===== src/design/rtcca_pkg.sv =====
// Shared types, constants and calendar helper functions of the real-time clock.
package rtcca_pkg;

  localparam logic [11:0] YEAR_FIRST = 12'd1900;
  localparam logic [11:0] YEAR_LAST  = 12'd4095;

  // Multiplier and shift for an exact y / 100 over the whole 12-bit year range.
  localparam logic [12:0] DIV100_MUL   = 13'd5243;
  localparam int unsigned DIV100_SHIFT = 19;

  typedef enum logic [2:0] {
    OP_TICK        = 3'd0,
    OP_SET_TIME    = 3'd1,
    OP_SET_DATE    = 3'd2,
    OP_SET_ALARM   = 3'd3,
    OP_CLEAR_ALARM = 3'd4
  } opcode_e;

  // Month lengths (non-leap) and weekday offsets, indexed by month minus one.
  localparam logic [4:0] MONTH_LEN [16] = '{
    5'd31, 5'd28, 5'd31, 5'd30, 5'd31, 5'd30, 5'd31, 5'd31,
    5'd30, 5'd31, 5'd30, 5'd31, 5'd31, 5'd31, 5'd31, 5'd31
  };
  localparam logic [2:0] MONTH_OFFSET [16] = '{
    3'd0, 3'd3, 3'd2, 3'd5, 3'd0, 3'd3, 3'd5, 3'd1,
    3'd4, 3'd6, 3'd2, 3'd4, 3'd0, 3'd0, 3'd0, 3'd0
  };

  typedef struct packed {
    logic [2:0]  opcode;
    logic [4:0]  set_hour;
    logic [5:0]  set_minute;
    logic [5:0]  set_second;
    logic [4:0]  set_day;
    logic [3:0]  set_month;
    logic [11:0] set_year;
  } cmd_t;

  typedef struct packed {
    logic [5:0]  sec;
    logic [5:0]  min;
    logic [4:0]  hour;
    logic [4:0]  day;
    logic [3:0]  month;
    logic [11:0] year;
    logic [2:0]  weekday;
    logic [4:0]  alarm_hour;
    logic [5:0]  alarm_min;
    logic        armed;
    logic        active;
  } rtc_state_t;

  typedef struct packed {
    logic       valid;
    logic [2:0] weekday;
  } date_chk_t;

  // Quotient of a year by 100 by reciprocal multiplication.
  function automatic logic [5:0] div100(logic [11:0] y);
    logic [24:0] prod;
    prod = 25'(y) * 25'(DIV100_MUL);
    return prod[DIV100_SHIFT +: 6];
  endfunction

  // Gregorian leap-year rule.
  function automatic logic is_leap(logic [11:0] y);
    logic [5:0]  q;
    logic [11:0] qx;
    logic        by100;
    logic        by400;
    q     = div100(y);
    qx    = 12'(q) * 12'd100;
    by100 = (qx == y);
    by400 = by100 && (q[1:0] == 2'b00);
    return ((y[1:0] == 2'b00) && !by100) || by400;
  endfunction

  function automatic logic [4:0] days_in(logic [3:0] mo, logic [11:0] y);
    logic [3:0] idx;
    logic [4:0] n;
    idx = mo - 4'd1;
    n   = MONTH_LEN[idx];
    if (idx == 4'd1 && is_leap(y)) begin
      n = 5'd29;
    end
    return n;
  endfunction

endpackage


===== src/design/rtcca_if.sv =====
// Command and status channel interfaces of the real-time clock.
interface rtcca_cmd_if;
  logic        valid;
  logic        ready;
  logic [2:0]  opcode;
  logic [4:0]  set_hour;
  logic [5:0]  set_minute;
  logic [5:0]  set_second;
  logic [4:0]  set_day;
  logic [3:0]  set_month;
  logic [11:0] set_year;

  modport source (output valid, opcode, set_hour, set_minute, set_second, set_day,
                  set_month, set_year, input ready);
  modport sink (input valid, opcode, set_hour, set_minute, set_second, set_day,
                set_month, set_year, output ready);
endinterface

interface rtcca_stat_if;
  logic        valid;
  logic        ready;
  logic [5:0]  cur_second;
  logic [5:0]  cur_minute;
  logic [4:0]  cur_hour;
  logic [4:0]  cur_day;
  logic [3:0]  cur_month;
  logic [11:0] cur_year;
  logic [2:0]  cur_weekday;
  logic        alarm_hit;
  logic        alarm_enabled;
  logic [4:0]  alarm_hour_out;
  logic [5:0]  alarm_minute_out;
  logic        accepted;

  modport source (output valid, cur_second, cur_minute, cur_hour, cur_day, cur_month,
                  cur_year, cur_weekday, alarm_hit, alarm_enabled, alarm_hour_out,
                  alarm_minute_out, accepted, input ready);
  modport sink (input valid, cur_second, cur_minute, cur_hour, cur_day, cur_month,
                cur_year, cur_weekday, alarm_hit, alarm_enabled, alarm_hour_out,
                alarm_minute_out, accepted, output ready);
endinterface


===== src/design/rtcca_date_check.sv =====
// Set-date validation and weekday calculation from day, month and year.
module rtcca_date_check import rtcca_pkg::*; (
  input  logic [4:0]  set_day_i,
  input  logic [3:0]  set_month_i,
  input  logic [11:0] set_year_i,
  output date_chk_t   chk_o
);

  logic [11:0] adj_year;
  logic [5:0]  q100;
  logic [12:0] wd_sum;
  logic [14:0] wd_pad;
  logic [5:0]  fold1;
  logic [3:0]  fold2;

  // January and February count as months of the previous year.
  assign adj_year = (set_month_i < 4'd3 && set_year_i != 12'd0) ?
                    set_year_i - 12'd1 : set_year_i;
  assign q100     = div100(adj_year);

  assign wd_sum = 13'(adj_year) + 13'(adj_year >> 2) - 13'(q100) + 13'(q100 >> 2)
                + 13'(MONTH_OFFSET[set_month_i - 4'd1]) + 13'(set_day_i);

  // Modulo 7 by summing octal digits, since 8 leaves a remainder of 1.
  assign wd_pad = {2'b00, wd_sum};
  assign fold1  = 6'(wd_pad[2:0]) + 6'(wd_pad[5:3]) + 6'(wd_pad[8:6])
                + 6'(wd_pad[11:9]) + 6'(wd_pad[14:12]);
  assign fold2  = 4'(fold1[2:0]) + 4'(fold1[5:3]);

  assign chk_o.weekday = (fold2 >= 4'd7) ? 3'(fold2 - 4'd7) : fold2[2:0];
  assign chk_o.valid   = (set_month_i >= 4'd1) && (set_month_i <= 4'd12)
                      && (set_year_i >= YEAR_FIRST) && (set_year_i <= YEAR_LAST)
                      && (set_day_i >= 5'd1)
                      && (set_day_i <= days_in(set_month_i, set_year_i));

endmodule


===== src/design/rtc_calendar_alarm.sv =====
// Top level of the 24-hour real-time clock and calendar with alarm.
//
//  Channel   Direction  Handshake     Payload
//  cmd_i     in         valid/ready   opcode and set fields for time, date, alarm
//  stat_o    out        valid/ready   current time, date, weekday, alarm status, accepted
//
// Each command transaction is held in an input register; the next-state logic
// then updates the clock state and the status register together. One
// transaction per cycle is sustained while stat_o.ready is high; the status
// reaches stat_o through the input register and then the status register.
// The reset leaves the clock at 00:00:00 on Monday 1 January of the first
// year, with the alarm disarmed. While the status is stalled one further
// command waits in the input register, after which cmd_i.ready drops.
module rtc_calendar_alarm import rtcca_pkg::*; (
  input  logic      clk_i,
  input  logic      rst_ni,
  rtcca_cmd_if.sink    cmd_i,
  rtcca_stat_if.source stat_o
);

  logic       s1_valid_q;
  cmd_t       s1_cmd_q;
  logic       out_valid_q;
  logic       accepted_q;
  logic       accepted_d;
  logic       advance;
  rtc_state_t state_q;
  rtc_state_t state_d;
  rtc_state_t tick_state;
  date_chk_t  date_chk;

  logic sec_wrap;
  logic min_wrap;
  logic hour_wrap;
  logic midnight;
  logic month_end;

  // The command moves on whenever the status register is empty or being read.
  assign advance     = s1_valid_q && (!out_valid_q || stat_o.ready);
  assign cmd_i.ready = !s1_valid_q || advance;

  always_ff @(posedge clk_i or negedge rst_ni) begin
    if (!rst_ni) begin
      s1_valid_q  <= 1'b0;
      out_valid_q <= 1'b0;
    end else begin
      if (cmd_i.valid && cmd_i.ready) begin
        s1_valid_q <= 1'b1;
      end else if (advance) begin
        s1_valid_q <= 1'b0;
      end
      if (advance) begin
        out_valid_q <= 1'b1;
      end else if (stat_o.ready) begin
        out_valid_q <= 1'b0;
      end
    end
  end

  always_ff @(posedge clk_i) begin
    if (cmd_i.valid && cmd_i.ready) begin
      s1_cmd_q.opcode     <= cmd_i.opcode;
      s1_cmd_q.set_hour   <= cmd_i.set_hour;
      s1_cmd_q.set_minute <= cmd_i.set_minute;
      s1_cmd_q.set_second <= cmd_i.set_second;
      s1_cmd_q.set_day    <= cmd_i.set_day;
      s1_cmd_q.set_month  <= cmd_i.set_month;
      s1_cmd_q.set_year   <= cmd_i.set_year;
    end
  end

  // Validation and weekday of the date carried by a set-date command.
  rtcca_date_check u_date_check (
    .set_day_i   (s1_cmd_q.set_day),
    .set_month_i (s1_cmd_q.set_month),
    .set_year_i  (s1_cmd_q.set_year),
    .chk_o       (date_chk)
  );

  // Next state for a tick: carries from seconds up to the year.
  assign sec_wrap  = (state_q.sec == 6'd59);
  assign min_wrap  = (state_q.min == 6'd59);
  assign hour_wrap = (state_q.hour == 5'd23);
  assign midnight  = sec_wrap && min_wrap && hour_wrap;
  assign month_end = (state_q.day >= days_in(state_q.month, state_q.year));

  always_comb begin
    tick_state     = state_q;
    tick_state.sec = sec_wrap ? 6'd0 : state_q.sec + 6'd1;
    if (sec_wrap) begin
      tick_state.min = min_wrap ? 6'd0 : state_q.min + 6'd1;
      if (min_wrap) begin
        tick_state.hour = hour_wrap ? 5'd0 : state_q.hour + 5'd1;
      end
    end
    // The alarm fires only on the tick that lands exactly on hh:mm:00.
    tick_state.active = state_q.armed && sec_wrap
                     && (tick_state.hour == state_q.alarm_hour)
                     && (tick_state.min == state_q.alarm_min);
    if (midnight) begin
      tick_state.weekday = (state_q.weekday >= 3'd6) ? 3'd0 : state_q.weekday + 3'd1;
      if (month_end) begin
        tick_state.day = 5'd1;
        if (state_q.month >= 4'd12) begin
          tick_state.month = 4'd1;
          tick_state.year  = (state_q.year >= YEAR_LAST) ? YEAR_FIRST : state_q.year + 12'd1;
        end else begin
          tick_state.month = state_q.month + 4'd1;
        end
      end else begin
        tick_state.day = state_q.day + 5'd1;
      end
    end
  end

  // Command decode. Invalid set commands and unknown opcodes leave the state alone.
  always_comb begin
    state_d    = state_q;
    accepted_d = 1'b0;
    unique case (s1_cmd_q.opcode)
      OP_TICK: begin
        state_d    = tick_state;
        accepted_d = 1'b1;
      end
      OP_SET_TIME: begin
        if (s1_cmd_q.set_hour <= 5'd23 && s1_cmd_q.set_minute <= 6'd59
            && s1_cmd_q.set_second <= 6'd59) begin
          state_d.hour = s1_cmd_q.set_hour;
          state_d.min  = s1_cmd_q.set_minute;
          state_d.sec  = s1_cmd_q.set_second;
          accepted_d   = 1'b1;
        end
      end
      OP_SET_DATE: begin
        if (date_chk.valid) begin
          state_d.year    = s1_cmd_q.set_year;
          state_d.month   = s1_cmd_q.set_month;
          state_d.day     = s1_cmd_q.set_day;
          state_d.weekday = date_chk.weekday;
          accepted_d      = 1'b1;
        end
      end
      OP_SET_ALARM: begin
        if (s1_cmd_q.set_hour <= 5'd23 && s1_cmd_q.set_minute <= 6'd59) begin
          state_d.alarm_hour = s1_cmd_q.set_hour;
          state_d.alarm_min  = s1_cmd_q.set_minute;
          state_d.armed      = 1'b1;
          accepted_d         = 1'b1;
        end
      end
      OP_CLEAR_ALARM: begin
        state_d.armed  = 1'b0;
        state_d.active = 1'b0;
        accepted_d     = 1'b1;
      end
      default: begin
      end
    endcase
  end

  // The clock state doubles as the status register: it only changes when a
  // new status transaction is loaded.
  always_ff @(posedge clk_i or negedge rst_ni) begin
    if (!rst_ni) begin
      state_q.sec        <= 6'd0;
      state_q.min        <= 6'd0;
      state_q.hour       <= 5'd0;
      state_q.day        <= 5'd1;
      state_q.month      <= 4'd1;
      state_q.year       <= YEAR_FIRST;
      state_q.weekday    <= 3'd1;
      state_q.alarm_hour <= 5'd0;
      state_q.alarm_min  <= 6'd0;
      state_q.armed      <= 1'b0;
      state_q.active     <= 1'b0;
      accepted_q         <= 1'b0;
    end else if (advance) begin
      state_q    <= state_d;
      accepted_q <= accepted_d;
    end
  end

  assign stat_o.valid            = out_valid_q;
  assign stat_o.cur_second       = state_q.sec;
  assign stat_o.cur_minute       = state_q.min;
  assign stat_o.cur_hour         = state_q.hour;
  assign stat_o.cur_day          = state_q.day;
  assign stat_o.cur_month        = state_q.month;
  assign stat_o.cur_year         = state_q.year;
  assign stat_o.cur_weekday      = state_q.weekday;
  assign stat_o.alarm_hit        = state_q.active;
  assign stat_o.alarm_enabled    = state_q.armed;
  assign stat_o.alarm_hour_out   = state_q.alarm_hour;
  assign stat_o.alarm_minute_out = state_q.alarm_min;
  assign stat_o.accepted         = accepted_q;

  // A tick that does not wrap the seconds adds exactly one second.
  a_tick_second: assert property (@(posedge clk_i) disable iff (!rst_ni)
    advance && (s1_cmd_q.opcode == OP_TICK) && !sec_wrap
    |=> state_q.sec == $past(state_q.sec) + 6'd1)
    else $error("tick did not advance the seconds by one");

  // The alarm can only rise while armed and on a whole minute.
  a_alarm_rise: assert property (@(posedge clk_i) disable iff (!rst_ni)
    $rose(state_q.active) |-> state_q.armed && (state_q.sec == 6'd0))
    else $error("alarm raised off the minute or while disarmed");

  // A rejected command leaves the year, day, hour and seconds untouched.
  a_reject_holds: assert property (@(posedge clk_i) disable iff (!rst_ni)
    advance && !accepted_d
    |=> (state_q.year == $past(state_q.year)) && (state_q.day == $past(state_q.day))
        && (state_q.hour == $past(state_q.hour)) && (state_q.sec == $past(state_q.sec)))
    else $error("rejected command changed the clock state");

endmodule

===== src/flat_wrapper.sv =====
// flat-port wrapper written by rule: the top's interface ports become plain ports
module rtc_calendar_alarm_flat import rtcca_pkg::*;
  (clk_i, rst_ni, cmd_i_valid, cmd_i_opcode, cmd_i_set_hour, cmd_i_set_minute, cmd_i_set_second, cmd_i_set_day, cmd_i_set_month, cmd_i_set_year, cmd_i_ready, stat_o_valid, stat_o_cur_second, stat_o_cur_minute, stat_o_cur_hour, stat_o_cur_day, stat_o_cur_month, stat_o_cur_year, stat_o_cur_weekday, stat_o_alarm_hit, stat_o_alarm_enabled, stat_o_alarm_hour_out, stat_o_alarm_minute_out, stat_o_accepted, stat_o_ready);
  rtcca_cmd_if cmd_i_i ();
  rtcca_stat_if stat_o_i ();
  input  logic clk_i;
  input  logic rst_ni;
  input wire logic [$bits(cmd_i_i.valid)-1:0] cmd_i_valid;
  input wire logic [$bits(cmd_i_i.opcode)-1:0] cmd_i_opcode;
  input wire logic [$bits(cmd_i_i.set_hour)-1:0] cmd_i_set_hour;
  input wire logic [$bits(cmd_i_i.set_minute)-1:0] cmd_i_set_minute;
  input wire logic [$bits(cmd_i_i.set_second)-1:0] cmd_i_set_second;
  input wire logic [$bits(cmd_i_i.set_day)-1:0] cmd_i_set_day;
  input wire logic [$bits(cmd_i_i.set_month)-1:0] cmd_i_set_month;
  input wire logic [$bits(cmd_i_i.set_year)-1:0] cmd_i_set_year;
  output wire logic [$bits(cmd_i_i.ready)-1:0] cmd_i_ready;
  output wire logic [$bits(stat_o_i.valid)-1:0] stat_o_valid;
  output wire logic [$bits(stat_o_i.cur_second)-1:0] stat_o_cur_second;
  output wire logic [$bits(stat_o_i.cur_minute)-1:0] stat_o_cur_minute;
  output wire logic [$bits(stat_o_i.cur_hour)-1:0] stat_o_cur_hour;
  output wire logic [$bits(stat_o_i.cur_day)-1:0] stat_o_cur_day;
  output wire logic [$bits(stat_o_i.cur_month)-1:0] stat_o_cur_month;
  output wire logic [$bits(stat_o_i.cur_year)-1:0] stat_o_cur_year;
  output wire logic [$bits(stat_o_i.cur_weekday)-1:0] stat_o_cur_weekday;
  output wire logic [$bits(stat_o_i.alarm_hit)-1:0] stat_o_alarm_hit;
  output wire logic [$bits(stat_o_i.alarm_enabled)-1:0] stat_o_alarm_enabled;
  output wire logic [$bits(stat_o_i.alarm_hour_out)-1:0] stat_o_alarm_hour_out;
  output wire logic [$bits(stat_o_i.alarm_minute_out)-1:0] stat_o_alarm_minute_out;
  output wire logic [$bits(stat_o_i.accepted)-1:0] stat_o_accepted;
  input wire logic [$bits(stat_o_i.ready)-1:0] stat_o_ready;
  assign cmd_i_i.valid = cmd_i_valid;
  assign cmd_i_i.opcode = cmd_i_opcode;
  assign cmd_i_i.set_hour = cmd_i_set_hour;
  assign cmd_i_i.set_minute = cmd_i_set_minute;
  assign cmd_i_i.set_second = cmd_i_set_second;
  assign cmd_i_i.set_day = cmd_i_set_day;
  assign cmd_i_i.set_month = cmd_i_set_month;
  assign cmd_i_i.set_year = cmd_i_set_year;
  assign cmd_i_ready = cmd_i_i.ready;
  assign stat_o_valid = stat_o_i.valid;
  assign stat_o_cur_second = stat_o_i.cur_second;
  assign stat_o_cur_minute = stat_o_i.cur_minute;
  assign stat_o_cur_hour = stat_o_i.cur_hour;
  assign stat_o_cur_day = stat_o_i.cur_day;
  assign stat_o_cur_month = stat_o_i.cur_month;
  assign stat_o_cur_year = stat_o_i.cur_year;
  assign stat_o_cur_weekday = stat_o_i.cur_weekday;
  assign stat_o_alarm_hit = stat_o_i.alarm_hit;
  assign stat_o_alarm_enabled = stat_o_i.alarm_enabled;
  assign stat_o_alarm_hour_out = stat_o_i.alarm_hour_out;
  assign stat_o_alarm_minute_out = stat_o_i.alarm_minute_out;
  assign stat_o_accepted = stat_o_i.accepted;
  assign stat_o_i.ready = stat_o_ready;
  rtc_calendar_alarm u_core (.clk_i(clk_i), .rst_ni(rst_ni), .cmd_i(cmd_i_i), .stat_o(stat_o_i));
endmodule

===== config.mk =====
export PLATFORM = sky130hd
export DESIGN_NAME = rtc_calendar_alarm_flat
export DESIGN_NICKNAME = d
export VERILOG_FILES = /design/src/design/rtcca_pkg.sv /design/src/design/rtcca_if.sv /design/src/design/rtcca_date_check.sv /design/src/design/rtc_calendar_alarm.sv /design/src/flat_wrapper.sv
export SDC_FILE = /design/constraint.sdc
export NUM_CORES = 1
export LEC_CHECK = 0
export ABC_CLOCK_PERIOD_IN_PS = 17950
export BUFFER_PORTS_ARGS = -buffer_cell sky130_fd_sc_hd__buf_4
export CAP_MARGIN = 25
export CORE_UTILIZATION = 30
export DETAILED_ROUTE_END_ITERATION = 8
export GPL_ROUTABILITY_DRIVEN = 0
export PLACE_DENSITY = 0.45
export SLEW_MARGIN = 20
export SYNTH_ARGS = -nofsm -noshare
export SYNTH_HDL_FRONTEND = slang
export SYNTH_SLANG_ARGS = --single-unit

===== constraint.sdc =====
create_clock -name clk_i -period 17.95 [get_ports clk_i]
set_input_delay 1.795 -clock clk_i [delete_from_list [all_inputs] [get_ports clk_i]]
set_output_delay 1.795 -clock clk_i [all_outputs]
set_load 0.02 [all_outputs]

==> impl_metrics.yaml <==
worst_setup_path:
  crit_path_max_incr_delay_ns: 0.69
  crit_fanout: 10
  start_kind: "flop"
  crit_slowest_cell: "edfxtp_1"
  worstPathRequired_ns: 18.18
  crit_top_cell: "fa_1"
  endpoint_kind: "flop"
  arrival_ns: 14.38
  crit_type: "reg2reg"
cts:
  cts_setup_buffers: 0
  cts_sinks: 98
  post_cts_resized: 0
  clk_pin_slew_ns: 0.08
  cts_hold_buf: 0
  cts_made_buffers: 9
  cts_tree: "done"
  htreeDepth: 3
  cts_buffer_depth: 2
  worstSkewPairLatency_ns: 0.37
  cts-root-buf: "clkbuf_16"
die:
  io_pins: 102
  rows: 84
  core_um2: 52900
  initial_utilization_pct: 30.6
  dieArea_um2: 54800
  die_w_um: 234
  die_y_um: 234
placed_design:
  place_inst: 2456
  dp_hpwl_mm: 35.6
  io_buffers: 101
sta:
  final.min_clock_period_ns: 14.16
  finClkSkew_ns: 0.0113
  period_share_pct: 78.9
  drv_slew: 0
  hold_viol_final: 0
  fin_tns_setup_ns: 0
  fin_hold_ws_ns: 0.496
  worst_pin_slew_ns: 0.819
  rsz0062_at_grt: "no"
  maxSlewHeadroom_pct: 45.3
  setup_violations: 0
  max_freq_mhz: 70.6
run_status:
  outcome: "finished with violations"
  violations: "DRC"
logic_synthesis:
  ys_types: 78
  synth_area_leader_cell: "ha_1"
  synth_nets: 2243
  synth_cells: 1687
  netlist_area_um2: 16200
  synth.top_cells.by_area: "ha_1, fa_1, inv_1, edfxtp_1, dfrtp_1"
  ys_seq_area_share_pct: 16.5
  yosysMostFrequentCell: "inv_1"
  yosys_warnings: 0
  avgSynthCellArea_um2: 9.57
  synth_ff_type: "dfrtp_1"
  synthTopCellsByCount: "inv_1, ha_1, fa_1"
  synth.top_cell.area_share_pct: 27.1
  synth_edf_count: 41
  synth_seq_cells: 98
  async_reset_ff_share_pct: 58.2
grt:
  gr-total-overflow: 0
  grt_max_degree: 58
  grt_usage_pct: 16.1
  antenna_found_initial: 0
  grt_use_met3_pct: 1.14
  grt_first_pass_wirelength_mm: 68.9
  gr-max-usage-layer: "met2"
  grt_pass1_vias: 12400
  grtUsageMet2_pct: 26.9
  use_met1_pct: 22.9
detailed_routing:
  drt_pass1_iterations: 6
  wirelength_mm: 42.0
  ant_nets: 0
  drc: 2
  avgRoutedWirePerCell_um: 17.0
  via_per_inst: 4.82
  vias: 11900
  drtIter0Drc: 572
finish:
  area_growth_pct: 11.9
  instances_no_fill: 2474
  final_nets: 2336
  fin_util_pct: 34.2
  drive_above_1_share_pct: 9.80
worst_hold_path:
  hp-class: "reg2reg"
job:
  maxCapViolations: 0
-- layout make-up --
| type | instances | area, um2 |
|---|---|---|
| Antenna cell | 1 | 2.50 |
| Timing Repair Buffer | 117 | 893 |
| Clock inverter | 7 | 82.6 |
| Fill cell | 5448 | 34800 |
| Sequential cell | 98 | 2670 |
| Multi-Input combinational cell | 1194 | 12000 |
| Inverter | 360 | 1350 |
| Clock buffer | 9 | 225 |
| Tap cell | 688 | 861 |
-- cells in the final DEF (no fill, tap or decap), types with 41 or more instances in the layout --
cell | Yosys | routed
dfrtp_1 | 47 | 47
xnor2_1 | 57 | 56
nand2_1 | 63 | 63
fa_1 | 161 | 161
inv_1 | 360 | 360
ha_1 | 350 | 350
buf_4 | 0 | 115
o21ai_0 | 77 | 77
a21oi_1 | 72 | 72
edfxtp_1 | 41 | 41
nor2_1 | 53 | 53
-- flip-flops by register name, indices dropped and copies added (netlist names), 3 cells and up --
| name | count |
|---|---|
| u_core.s1_cmd_q | 41 |
| u_core.stat_o.alarm_hour_out | 5 |
| u_core.stat_o.alarm_minute_out | 6 |
| u_core.stat_o.cur_day | 5 |
| u_core.stat_o.cur_hour | 5 |
| u_core.stat_o.cur_minute | 6 |
| u_core.stat_o.cur_month | 4 |
| u_core.stat_o.cur_second | 6 |
| u_core.stat_o.cur_weekday | 3 |
| u_core.stat_o.cur_year | 12 |
-- layer usage --
metal  share of wire, %  vias to the layer above  wire [um]
li1                   -                     5886          -
met1                 49                     5893      20700
met2                 48                      124      20100
met3                1.9                       26        781
met4                1.2                        0        490
met5                  0                        -          0
-- kinds of logic (layout without fill, tap and decap cells) --
group / Yosys count / count (layout) / synth area share, %
buffers and inverters: 395 / 493 / 9.34
multiplexers: 17 / 17 / 1.13
other: 0 / 1 / 0
XOR/XNOR: 86 / 86 / 4.94
AO/OA/AOI/OAI: 290 / 290 / 11.4
flip-flops: 98 / 98 / 16.5
adder cells (fa/ha/maj): 511 / 511 / 47.1
AND/OR/NAND/NOR: 290 / 290 / 9.63
-- worst paths after layout --
| check | depth (start not counted) | to | from | slack (ns) |
|---|---|---|---|---|
| hold / removal | 2 | u_core.stat_o.cur_weekday[0] | u_core.stat_o.cur_weekday[0] | 0.50 |
| max in group asynchronous | 1 | u_core.stat_o.alarm_minute_out[4] | rst_ni | 15.89 |
| setup reg to reg | 53 | u_core.stat_o.cur_weekday[1] | u_core.s1_cmd_q[5] | 3.79 |
| setup / recovery | 53 | u_core.stat_o.cur_weekday[1] | u_core.s1_cmd_q[5] | 3.79 |
| min in group asynchronous | 1 | u_core.stat_o.cur_weekday[2] | rst_ni | 1.53 |
| hold reg to reg | 2 | u_core.stat_o.cur_weekday[0] | u_core.stat_o.cur_weekday[0] | 0.50 |
-- critical path: cells and delay by family, from the launching register on --
| family | cells | cell delay [ns] |
|---|---|---|
| AO/OA/AOI/OAI | 16 | 3.30 |
| XOR/XNOR | 4 | 0.87 |
| adder cells (fa/ha/maj) | 18 | 7.12 |
| buffers and inverters | 11 | 1.11 |
| flip-flops | 1 | 0.69 |
| multiplexers | 1 | 0.24 |
| AND/OR/NAND/NOR | 3 | 0.69 |
-- metrics by stage --
stage	area (um2)	worst slack, ns
2_1_floorplan	16200	5.07
3_3_place_gp	17700	4.18
3_5_place_dp	17700	3.88
4_1_cts	18100	3.84
5_1_grt	18100	2.76
6_report	18100	3.79
Power is not shown: default switching activity piles up to over one toggle a cycle in this logic, so the estimate is an artifact.
